**src/yuvrgb_pkg.sv**
```systemverilog
// shared types, constants and helpers for the packed 4:2:2 to rgb converter
package yuvrgb_pkg;

	// byte order of the packed macropixel
	typedef enum logic [1:0] {
		ORDER_YUYV = 2'd0,
		ORDER_YVYU = 2'd1,
		ORDER_UYVY = 2'd2,
		ORDER_VYUY = 2'd3
	} input_order_t;

	// pixel packing on the output side
	typedef enum logic [1:0] {
		FMT_RGB565   = 2'd0,
		FMT_RGB888   = 2'd1,
		FMT_RGBA8888 = 2'd2
	} output_format_t;

	// register index, taken from the word address bit
	localparam logic REG_INPUT_ORDER   = 1'b0;
	localparam logic REG_OUTPUT_FORMAT = 1'b1;

	// conversion coefficients, all scaled by ten thousand
	localparam logic [13:0] K_R_CR = 14'd15938;
	localparam logic [21:0] OFS_R  = 22'd2221300;
	localparam logic [14:0] K_B_CB = 15'd20238;
	localparam logic [21:0] OFS_B  = 22'd2771300;
	localparam logic [13:0] K_Y    = 14'd11644;
	localparam logic [14:0] K_G_Y  = 15'd19837;
	localparam logic [18:0] OFS_G  = 19'd311710;
	localparam logic [12:0] K_G_R  = 13'd5094;
	localparam logic [10:0] K_G_B  = 11'd1942;
	localparam int          DIV_BASE = 10000;

	// floor(n / 10000) as (n * recip) >> 36, exact for n below 2^22
	localparam logic [22:0] DIV_RECIP = 23'd6871948;
	localparam int          DIV_SHIFT = 36;
	localparam logic signed [23:0] DIV_LIMIT = 24'(256 * DIV_BASE);

	// rgb565 field masks and the opaque alpha byte
	localparam logic [31:0] RGB565_R_MASK = 32'h0000F800;
	localparam logic [31:0] RGB565_G_MASK = 32'h000007E0;
	localparam logic [7:0]  ALPHA_OPAQUE  = 8'hFF;

	// one packed macropixel in stream order
	typedef struct packed {
		logic [7:0] byte_zero;
		logic [7:0] byte_one;
		logic [7:0] byte_two;
		logic [7:0] byte_three;
		logic       last_pair;
	} yuv_word_t;

	// two packed output pixels
	typedef struct packed {
		logic [31:0] first_pixel;
		logic [31:0] second_pixel;
		logic        frame_end;
	} rgb_word_t;

	// divide by ten thousand, truncating toward zero, and clamp to 0..255
	function automatic logic [7:0] div_clamp(input logic signed [23:0] n);
		logic [44:0] prod;
		logic [7:0]  q;
		prod = {23'b0, n[21:0]} * {22'b0, DIV_RECIP};
		if (n[23]) begin
			q = 8'd0;
		end else if (n >= DIV_LIMIT) begin
			q = 8'd255;
		end else begin
			q = prod[DIV_SHIFT +: 8];
		end
		return q;
	endfunction

	// pack one pixel in the chosen format
	function automatic logic [31:0] pack_pixel(input output_format_t fmt,
		input logic [7:0] r, input logic [7:0] g, input logic [7:0] b);
		logic [31:0] px;
		case (fmt)
			FMT_RGB565: begin
				px = (({24'b0, r} << 8) & RGB565_R_MASK)
					| (({24'b0, g} << 3) & RGB565_G_MASK)
					| {27'b0, b[7:3]};
			end
			FMT_RGB888: begin
				px = {8'b0, b, g, r};
			end
			default: begin
				px = {ALPHA_OPAQUE, b, g, r};
			end
		endcase
		return px;
	endfunction

endpackage

```
**src/yuv422_packed_to_rgb.sv**
```systemverilog
// packed 4:2:2 macropixel to two rgb pixels, five stage pipeline with apb registers

// Converts one packed 4:2:2 macropixel (four bytes, two lumas and a shared
// Cb/Cr pair) into two pixels packed as RGB565, RGB888 or RGBA8888. The
// block takes one word per clock while the output is not stalled, and returns
// one word per word taken. Each stage registers the word and holds one word; a
// stage only waits when the stage after it is full and stalled. The stages
// are: byte select and coefficient products, red/blue numerators and green
// base, red/blue divide and clamp, green numerator, green divide, clamp and
// packing. Registers sit on an APB port: input_order at 0x0, output_format at
// 0x4; change them only while the pipeline is empty.
module yuv422_packed_to_rgb (
	input  logic                   clk,
	input  logic                   arst_n,
	// pixel input
	input  logic                   yuv_valid,
	output logic                   yuv_ready,
	input  yuvrgb_pkg::yuv_word_t  yuv,
	// pixel output
	output logic                   rgb_valid,
	input  logic                   rgb_ready,
	output yuvrgb_pkg::rgb_word_t  rgb,
	// register port
	input  logic                   psel,
	input  logic                   penable,
	input  logic                   pwrite,
	input  logic [2:0]             paddr,
	input  logic [31:0]            pwdata,
	output logic [31:0]            prdata,
	output logic                   pready
);
	import yuvrgb_pkg::*;

	// configuration registers
	input_order_t   order_q;
	output_format_t fmt_q;

	// stage valids and load enables
	logic v_s1, v_s2, v_s3, v_s4, v_s5;
	logic cap_s1, cap_s2, cap_s3, cap_s4, cap_s5;

	// stage one: coefficient products
	logic [21:0] pcr_s1;
	logic [22:0] pcb_s1;
	logic [21:0] py_s1 [2];
	logic [22:0] pg_s1 [2];
	logic        last_s1;

	// stage two: numerators of red, blue and the green base
	logic signed [23:0] nr_s2 [2];
	logic signed [23:0] nb_s2 [2];
	logic signed [23:0] ng_s2 [2];
	logic               last_s2;

	// stage three: clamped red and blue
	logic [7:0]         r_s3  [2];
	logic [7:0]         b_s3  [2];
	logic signed [23:0] ng_s3 [2];
	logic               last_s3;

	// stage four: green numerator
	logic [7:0]         r_s4  [2];
	logic [7:0]         b_s4  [2];
	logic signed [23:0] gn_s4 [2];
	logic               last_s4;

	// stage five: packed output word
	rgb_word_t out_s5;

	// byte selection
	logic [7:0] y_d [2];
	logic [7:0] cb_d, cr_d;

	// apb access
	assign pready = 1'b1;

	always_comb begin
		if (paddr[2] == REG_OUTPUT_FORMAT) begin
			prdata = {30'b0, fmt_q};
		end else begin
			prdata = {30'b0, order_q};
		end
	end

	always_ff @(posedge clk or negedge arst_n) begin
		if (!arst_n) begin
			order_q <= ORDER_YUYV;
			fmt_q   <= FMT_RGB565;
		end else if (psel && penable && pwrite) begin
			unique case (paddr[2])
				REG_INPUT_ORDER:   order_q <= input_order_t'(pwdata[1:0]);
				REG_OUTPUT_FORMAT: fmt_q   <= output_format_t'(pwdata[1:0]);
				default: ;
			endcase
		end
	end

	// a stage loads when it is empty or its contents move on
	assign cap_s5    = !v_s5 || rgb_ready;
	assign cap_s4    = !v_s4 || cap_s5;
	assign cap_s3    = !v_s3 || cap_s4;
	assign cap_s2    = !v_s2 || cap_s3;
	assign cap_s1    = !v_s1 || cap_s2;
	assign yuv_ready = cap_s1;

	always_ff @(posedge clk or negedge arst_n) begin
		if (!arst_n) begin
			v_s1 <= 1'b0;
			v_s2 <= 1'b0;
			v_s3 <= 1'b0;
			v_s4 <= 1'b0;
			v_s5 <= 1'b0;
		end else begin
			if (cap_s1) v_s1 <= yuv_valid;
			if (cap_s2) v_s2 <= v_s1;
			if (cap_s3) v_s3 <= v_s2;
			if (cap_s4) v_s4 <= v_s3;
			if (cap_s5) v_s5 <= v_s4;
		end
	end

	// pick lumas and chroma out of the macropixel
	always_comb begin
		unique case (order_q)
			ORDER_YUYV: begin
				y_d[0] = yuv.byte_zero; y_d[1] = yuv.byte_two;
				cb_d   = yuv.byte_one;  cr_d   = yuv.byte_three;
			end
			ORDER_YVYU: begin
				y_d[0] = yuv.byte_zero; y_d[1] = yuv.byte_two;
				cr_d   = yuv.byte_one;  cb_d   = yuv.byte_three;
			end
			ORDER_UYVY: begin
				cb_d   = yuv.byte_zero; y_d[0] = yuv.byte_one;
				cr_d   = yuv.byte_two;  y_d[1] = yuv.byte_three;
			end
			default: begin
				cr_d   = yuv.byte_zero; y_d[0] = yuv.byte_one;
				cb_d   = yuv.byte_two;  y_d[1] = yuv.byte_three;
			end
		endcase
	end

	// stage one: constant products
	always_ff @(posedge clk) begin
		if (yuv_valid && cap_s1) begin
			pcr_s1  <= {14'b0, cr_d} * {8'b0, K_R_CR};
			pcb_s1  <= {15'b0, cb_d} * {8'b0, K_B_CB};
			last_s1 <= yuv.last_pair;
			for (int i = 0; i < 2; i++) begin
				py_s1[i] <= {14'b0, y_d[i]} * {8'b0, K_Y};
				pg_s1[i] <= {15'b0, y_d[i]} * {8'b0, K_G_Y};
			end
		end
	end

	// stage two: add luma terms and offsets
	always_ff @(posedge clk) begin
		if (v_s1 && cap_s2) begin
			last_s2 <= last_s1;
			for (int i = 0; i < 2; i++) begin
				nr_s2[i] <= $signed({2'b0, pcr_s1}) + $signed({2'b0, py_s1[i]})
					- $signed({2'b0, OFS_R});
				nb_s2[i] <= $signed({1'b0, pcb_s1}) + $signed({2'b0, py_s1[i]})
					- $signed({2'b0, OFS_B});
				ng_s2[i] <= $signed({1'b0, pg_s1[i]}) - $signed({5'b0, OFS_G});
			end
		end
	end

	// stage three: divide and clamp red and blue
	always_ff @(posedge clk) begin
		if (v_s2 && cap_s3) begin
			last_s3 <= last_s2;
			for (int i = 0; i < 2; i++) begin
				r_s3[i]  <= div_clamp(nr_s2[i]);
				b_s3[i]  <= div_clamp(nb_s2[i]);
				ng_s3[i] <= ng_s2[i];
			end
		end
	end

	// stage four: subtract the clamped red and blue terms from green
	always_ff @(posedge clk) begin
		if (v_s3 && cap_s4) begin
			last_s4 <= last_s3;
			for (int i = 0; i < 2; i++) begin
				r_s4[i]  <= r_s3[i];
				b_s4[i]  <= b_s3[i];
				gn_s4[i] <= ng_s3[i]
					- $signed({16'b0, r_s3[i]} * {11'b0, K_G_R})
					- $signed({16'b0, b_s3[i]} * {13'b0, K_G_B});
			end
		end
	end

	// stage five: clamp green and pack both pixels
	always_ff @(posedge clk) begin
		if (v_s4 && cap_s5) begin
			out_s5.first_pixel  <= pack_pixel(fmt_q, r_s4[0], div_clamp(gn_s4[0]), b_s4[0]);
			out_s5.second_pixel <= pack_pixel(fmt_q, r_s4[1], div_clamp(gn_s4[1]), b_s4[1]);
			out_s5.frame_end    <= last_s4;
		end
	end

	assign rgb_valid = v_s5;
	assign rgb       = out_s5;

	// a full stage four behind a stalled stage five keeps its word
	a_s4_hold: assert property (@(posedge clk) disable iff (!arst_n)
		(v_s4 && !cap_s5) |=> (v_s4 && $stable(gn_s4[0]) && $stable(gn_s4[1])))
		else $error("stage four word changed while stalled");

	// a negative red numerator of the first pixel clamps to zero
	a_red_floor: assert property (@(posedge clk) disable iff (!arst_n)
		(v_s2 && cap_s3) |=> (!$past(nr_s2[0][23]) || r_s3[0] == 8'd0))
		else $error("negative red numerator not clamped to zero");

	// rgba output always carries an opaque alpha
	a_alpha: assert property (@(posedge clk) disable iff (!arst_n)
		(rgb_valid && fmt_q == FMT_RGBA8888)
		|-> (rgb.first_pixel[31:24] == ALPHA_OPAQUE
			&& rgb.second_pixel[31:24] == ALPHA_OPAQUE))
		else $error("rgba pixel without opaque alpha");

endmodule

```
**config.mk**
```make
export PLATFORM = sky130hd
export DESIGN_NAME = yuv422_packed_to_rgb
export DESIGN_NICKNAME = d
export VERILOG_FILES = /design/src/yuvrgb_pkg.sv /design/src/yuv422_packed_to_rgb.sv
export SDC_FILE = /design/constraint.sdc
export NUM_CORES = 2
export LEC_CHECK = 0
export ABC_AREA = 1
export BUFFER_PORTS_ARGS = -buffer_cell sky130_fd_sc_hd__buf_4
export CORE_ASPECT_RATIO = 1.1
export CORE_UTILIZATION = 61
export DETAILED_ROUTE_END_ITERATION = 6
export PLACE_DENSITY = 0.78
export RECOVER_POWER = 50
export SYNTH_ARGS = -nofsm -noshare
export SYNTH_HDL_FRONTEND = slang
export SYNTH_SLANG_ARGS = --single-unit
```
**constraint.sdc**
```tcl
create_clock -name clk -period 20.9 [get_ports clk]
set_input_delay 2.09 -clock clk [delete_from_list [all_inputs] [get_ports clk]]
set_output_delay 2.09 -clock clk [all_outputs]
set_load 0.01 [all_outputs]
```
# ---- Word-level counts from Yosys, hierarchy flattened
# Memory sizes are Yosys's and may differ from the RTL's.
# Cells that the tools add are included.
dict set report word_totals {
  reg_bits 121
  word_cells 125
  ram_bits 390
  latchBits 0
  rom_bits 0
  memories 11
}
dict set report op_classes {
  reduce_logical 22
  n_div 0
  mul 16
  shifts 0
  bitwise_logic 5
  muxes 32
  n_lt_le_gt_ge 6
  eq_ne 3
  add_sub_neg 14
}
# memory words word_bits read_ports rd_clocked_by_memory_dff wr line_no
set memory_table {}
lappend memory_table {gn_s4 2 24 2 0 2 yuv422_packed_to_rgb.sv:64} ;# logic signed [23:0] gn_s4 [2];
lappend memory_table {nb_s2 2 24 2 0 2 yuv422_packed_to_rgb.sv:51} ;# logic signed [23:0] nb_s2 [2];
lappend memory_table {ng_s2 2 24 2 0 2 yuv422_packed_to_rgb.sv:52} ;# logic signed [23:0] ng_s2 [2];
lappend memory_table {ng_s3 2 24 2 0 2 yuv422_packed_to_rgb.sv:58} ;# logic signed [23:0] ng_s3 [2];
lappend memory_table {nr_s2 2 24 2 0 2 yuv422_packed_to_rgb.sv:50} ;# logic signed [23:0] nr_s2 [2];
lappend memory_table {pg_s1 2 23 2 0 2 yuv422_packed_to_rgb.sv:46} ;# logic [22:0] pg_s1 [2];
lappend memory_table {{+5 memories} n/a n/a n/a n/a n/a n/a}
# op count
set op_table {}
lappend op_table {{multiplier 22 x 21 -> 42 bit (second input constant)} 6}
lappend op_table {{greater-or-equal comparator 24 x 23 -> 1 bit (second input constant)} 6}
lappend op_table {{two-way mux 8 bit} 18}
lappend op_table {{one-hot mux 32 bit (2 select lines)} 2}
lappend op_table {{multiplier 8 x 12 -> 20 bit (second input constant)} 4}
lappend op_table {{adder 23 x 22 -> 24 bit} 2}
lappend op_table {{one-hot mux 8 bit (3 select lines)} 2}
lappend op_table {{subtractor 23 x 19 -> 24 bit (second input constant)} 2}
lappend op_table {{subtractor 23 x 22 -> 24 bit (second input constant)} 2}
lappend op_table {{subtractor 24 x 20 -> 24 bit} 2}
lappend op_table {{subtractor 24 x 22 -> 24 bit} 2}
lappend op_table {{subtractor 24 x 23 -> 24 bit (second input constant)} 2}
lappend op_table {{adder 22 x 22 -> 23 bit} 2}
lappend op_table {{multiplier 8 x 15 -> 23 bit (second input constant)} 2}
lappend op_table {{multiplier 8 x 10 -> 18 bit (second input constant)} 2}
lappend op_table {{bitwise OR 16 x 11 -> 16 bit} 2}
lappend op_table {{bitwise OR 16 x 5 -> 16 bit} 2}
lappend op_table {{multiplier 8 x 14 -> 22 bit (second input constant)} 1}
lappend op_table {{multiplier 8 x 13 -> 21 bit (second input constant)} 1}
lappend op_table {{two-way mux 16 bit} 1}
lappend op_table {{two-way mux 1 bit} 8}
lappend op_table {{logical AND 1 bit} 7}
lappend op_table {{logical NOT 1 bit} 5}
lappend op_table {{logical OR 1 bit} 5}
lappend op_table {{7 further kinds} 10}

# ---- Longest topological paths before layout
dict set report logic_depth {
  ltp_word 9
  depth_mapped 30
  depth_no_buf 30
}

# ---- Worst setup path before layout
# Ideal clock, no wire load.
dict set report synth_timing {
  kind {input-to-reg}
  start {input rgb_ready}
  end {register last_s2 (enable)}
  arrival_ns 8.273
  cell_stages 8
  t_required_ns 20.258
  path_slack_ns 11.984
  setup_time_ns 0.642
  path_cell_list {nor2_1 inv_1 nor2_1 inv_1 nor2_1 inv_1 nor2_1 nor2_1}
}
dict set report synth_via {
  elab_chain_len 5
}
# item line_no
set synth_lines {}
lappend synth_lines {{start: declaration} yuv422_packed_to_rgb.sv:21} ;# input logic rgb_ready,
lappend synth_lines {{logical OR 1 bit} yuv422_packed_to_rgb.sv:99} ;# assign cap_s5 = !v_s5 || rgb_ready;
lappend synth_lines {{logical OR 1 bit} yuv422_packed_to_rgb.sv:100} ;# assign cap_s4 = !v_s4 || cap_s5;
lappend synth_lines {{logical OR 1 bit} yuv422_packed_to_rgb.sv:101} ;# assign cap_s3 = !v_s3 || cap_s4;
lappend synth_lines {{logical OR 1 bit} yuv422_packed_to_rgb.sv:102} ;# assign cap_s2 = !v_s2 || cap_s3;
lappend synth_lines {{logical AND 1 bit} yuv422_packed_to_rgb.sv:159} ;# if (v_s1 && cap_s2) begin
lappend synth_lines {{end signal: assignment} yuv422_packed_to_rgb.sv:160} ;# last_s2 <= last_s1;
lappend synth_lines {{end: declaration} yuv422_packed_to_rgb.sv:53} ;# logic last_s2;
# Every way passes these cells.
# A chain may end at the register's enable or synchronous reset.

==> flow_summary.toml <==
[sta]
max_freq_mhz = 143
maxSlewViolCount = 244
tns_ps = 0
fin_skew_ps = 42.7
worst_slew_pin_slew_ps = 4310
fin_crit_ps = 6980
max_slew_margin = -1.87
period_share = 0.334
rsz0062_at_grt = "false"
finalSetupViolations = 0
hold_viol_final = 0

[cts]
ctsLongestPathBuffers = 3
cts_resized = 0
cts.reportedPaths.clkPinSlew_ps = 70
cts_setup_buffers = 0
clock-root-buffer = "clkbuf_16"
postCtsHoldBufs = 0
clock_latency_ps = 660
cts_buffers = 57
clock-sinks = 488
cts_tree = "done"
htreeDepth = 2

[layout]
nets = 13900
fin_util = 0.646
final_cell_mix = "inv_1, ha_1, nand2_1, fa_1, nor2_1"
final_cell_count_no_fill = 12800
drive_gt1_frac = 0.0237
n_fill_cell = 13000
areaGrowthSynthToFinish_pct = 4.98
layout_commonest_cell = "inv_1"
multiInputGateArea_um2 = 68900
seq_area_um2 = 14600

[drt]
num_vias = 69800
wire_per_inst_um = 19.3
viasPerCell = 5.45
drt_iter0_drc = 4075
drc = 0
routed_wl_mm = 247
drtPass1Iterations = 6
ant_nets = 0

[logic_synthesis]
ys_seq_elements = 488
synth_flop_cell = "edfxtp_1"
synth_edf_count = 479
syn_avg_cell_area_um2 = 8.98
yosysUniqueCellTypes = 66
synth-async-reset-ratio = 0.0184
ys_seq_area_frac = 0.154
synthCells = 10500
yosysWarnings = 0
syn_area_um2 = 94700

[global_routing]
grt_pass1_vias = 74100
grt_max_degree = 79
grt_use_total = 0.324
antenna_found_initial = 2
gr-total-overflow = 0
grt_first_pass_wirelength_mm = 395

[setup_path]
critPathArrivalTime_ps = 7360
crit_type = "in -> reg"
cp.required_ps = 21270
endpoint_kind = "flip-flop"
crit_path_start_kind = "input pin"
critPathMaxFanout = 6

[floorplanning]
die-area_um2 = 157000
ioPinCount = 175
initial_core_util = 0.615
rows = 151
core-area_um2 = 154000
die_x_um = 378
dieHeight_um = 415

[place]
gp_congestion = 1.02
port_buffers = 111
dpl.cell_count = 12700
dp_hpwl_mm = 219

[hold_path]
hold_path.class = "reg -> reg"

[status]
status = "finished with violations"
violations = "max-capacitance violations, max-slew violations"

[run]
max_cap_viol_count = 4
==> synthesized netlist by cell type, drive strengths merged, types with 3 or more instances <==
cell type | number | share of area
or2 | 11 | 0.00073
inv | 2875 | 0.11
a211oi | 9 | 0.00077
ha | 1843 | 0.24
nor2 | 538 | 0.022
o211ai | 25 | 0.0021
nor3b | 5 | 0.00045
and2 | 3 | 0.00020
a21oi | 507 | 0.027
xor2 | 219 | 0.020
a31oi | 33 | 0.0024
nand3 | 313 | 0.017
edfxtp | 479 | 0.15
o21bai | 65 | 0.0053
o2111ai | 15 | 0.0014
nor4 | 32 | 0.0025
fa | 1294 | 0.27
nand2 | 1495 | 0.060
a31o | 3 | 0.00028
nor3 | 91 | 0.0053
buf | 61 | 0.0044
a21o | 48 | 0.0038
a221oi | 5 | 0.00046
xnor2 | 120 | 0.011
clkbuf | 8 | 0.00032
o31ai | 10 | 0.00085
nand4 | 82 | 0.0054
a21boi | 12 | 0.0011
o311ai | 3 | 0.00028
nand3b | 14 | 0.0011
o21a | 12 | 0.00095
o21ai | 300 | 0.016
dfrtp | 9 | 0.0024
clkinv | 3 | 0.00012
==> critical path: stages <==
cell and delay (ps):
buf_4 120, o21ai_0 930, inv_1 410, fa_1 810
inv_1 110, fa_1 540, inv_1 50, fa_1 530
fa_1 420, ha_1 350, nand2_1 110, nor2_1 50
o21ai_1 140, o211ai_1 130, nor2_1 240, inv_1 70
a21oi_1 160, xnor2_1 80
==> metrics by stage <==
stage          setup slack [ps]  hold slack, ps  area (um2)
6_report                  13920             398       99400
5_1_grt                   13790             411       99400
4_1_cts                   14090             400       99800
3_5_place_dp              13420             405       98000
3_3_place_gp              13440             401       98000
2_1_floorplan             11980             400       94800
==> cell type report <==
class,instances,share of cell area
Antenna cell,2,0.0000503
Timing Repair Buffer,139,0.00800
Inverter,2878,0.109
Clock buffer,63,0.0146
Sequential cell,488,0.147
Multi-Input combinational cell,7143,0.693
Clock inverter,42,0.00326
Tap cell,2065,0.0260
==> state kept, by name, summed over array words and instances (netlist names), 21 cells and up <==
name / count
pcb_s1: 22
nb_s2: 45
gn_s4: 48
pg_s1: 46
ng_s2: 48
pcr_s1: 21
py_s1: 38
nr_s2: 45
rgb: 50
ng_s3: 48
==> worst paths after layout <==
kind	from	end	slack, ps	cells after the start
min in group asynchronous	arst_n	order_q[1]	1640	1
min	ng_s2[0][46]	ng_s3[0][46]	400	0
min reg2reg	ng_s2[0][46]	ng_s3[0][46]	400	0
max in group asynchronous	arst_n	rgb_valid	18560	1
max reg2reg	r_s3[0][13]	gn_s4[0][46]	14190	24
max	yuv[27]	pg_s1[0][18]	13920	18
==> metal layers <==
layer  wire, um  global-route usage  share of wire  up-vias
li1           -                   -              -    33300
met1     102000               0.410           0.41    33900
met2     120000               0.561           0.49     2041
met5          0                   0              0        -
met4      11600               0.130          0.047        0
met3      13300              0.0399          0.054      539
==> cells by family (layout without fill, tap and decap cells) <==
group / after synthesis / in the layout / share of synthesized area
AO/OA/AOI/OAI: 1050 / 1050 / 0.0639
XOR/XNOR: 339 / 339 / 0.0316
adder cells (fa/ha/maj): 3137 / 3137 / 0.517
buffers and inverters: 2947 / 3122 / 0.119
flip-flops: 488 / 488 / 0.154
other: 2 / 33 / 0.0000793
AND/OR/NAND/NOR: 2586 / 2586 / 0.114
Power is left out: the tool's default activity adds up to more than one toggle a clock period on the data nets, which glitch-free logic cannot reach.
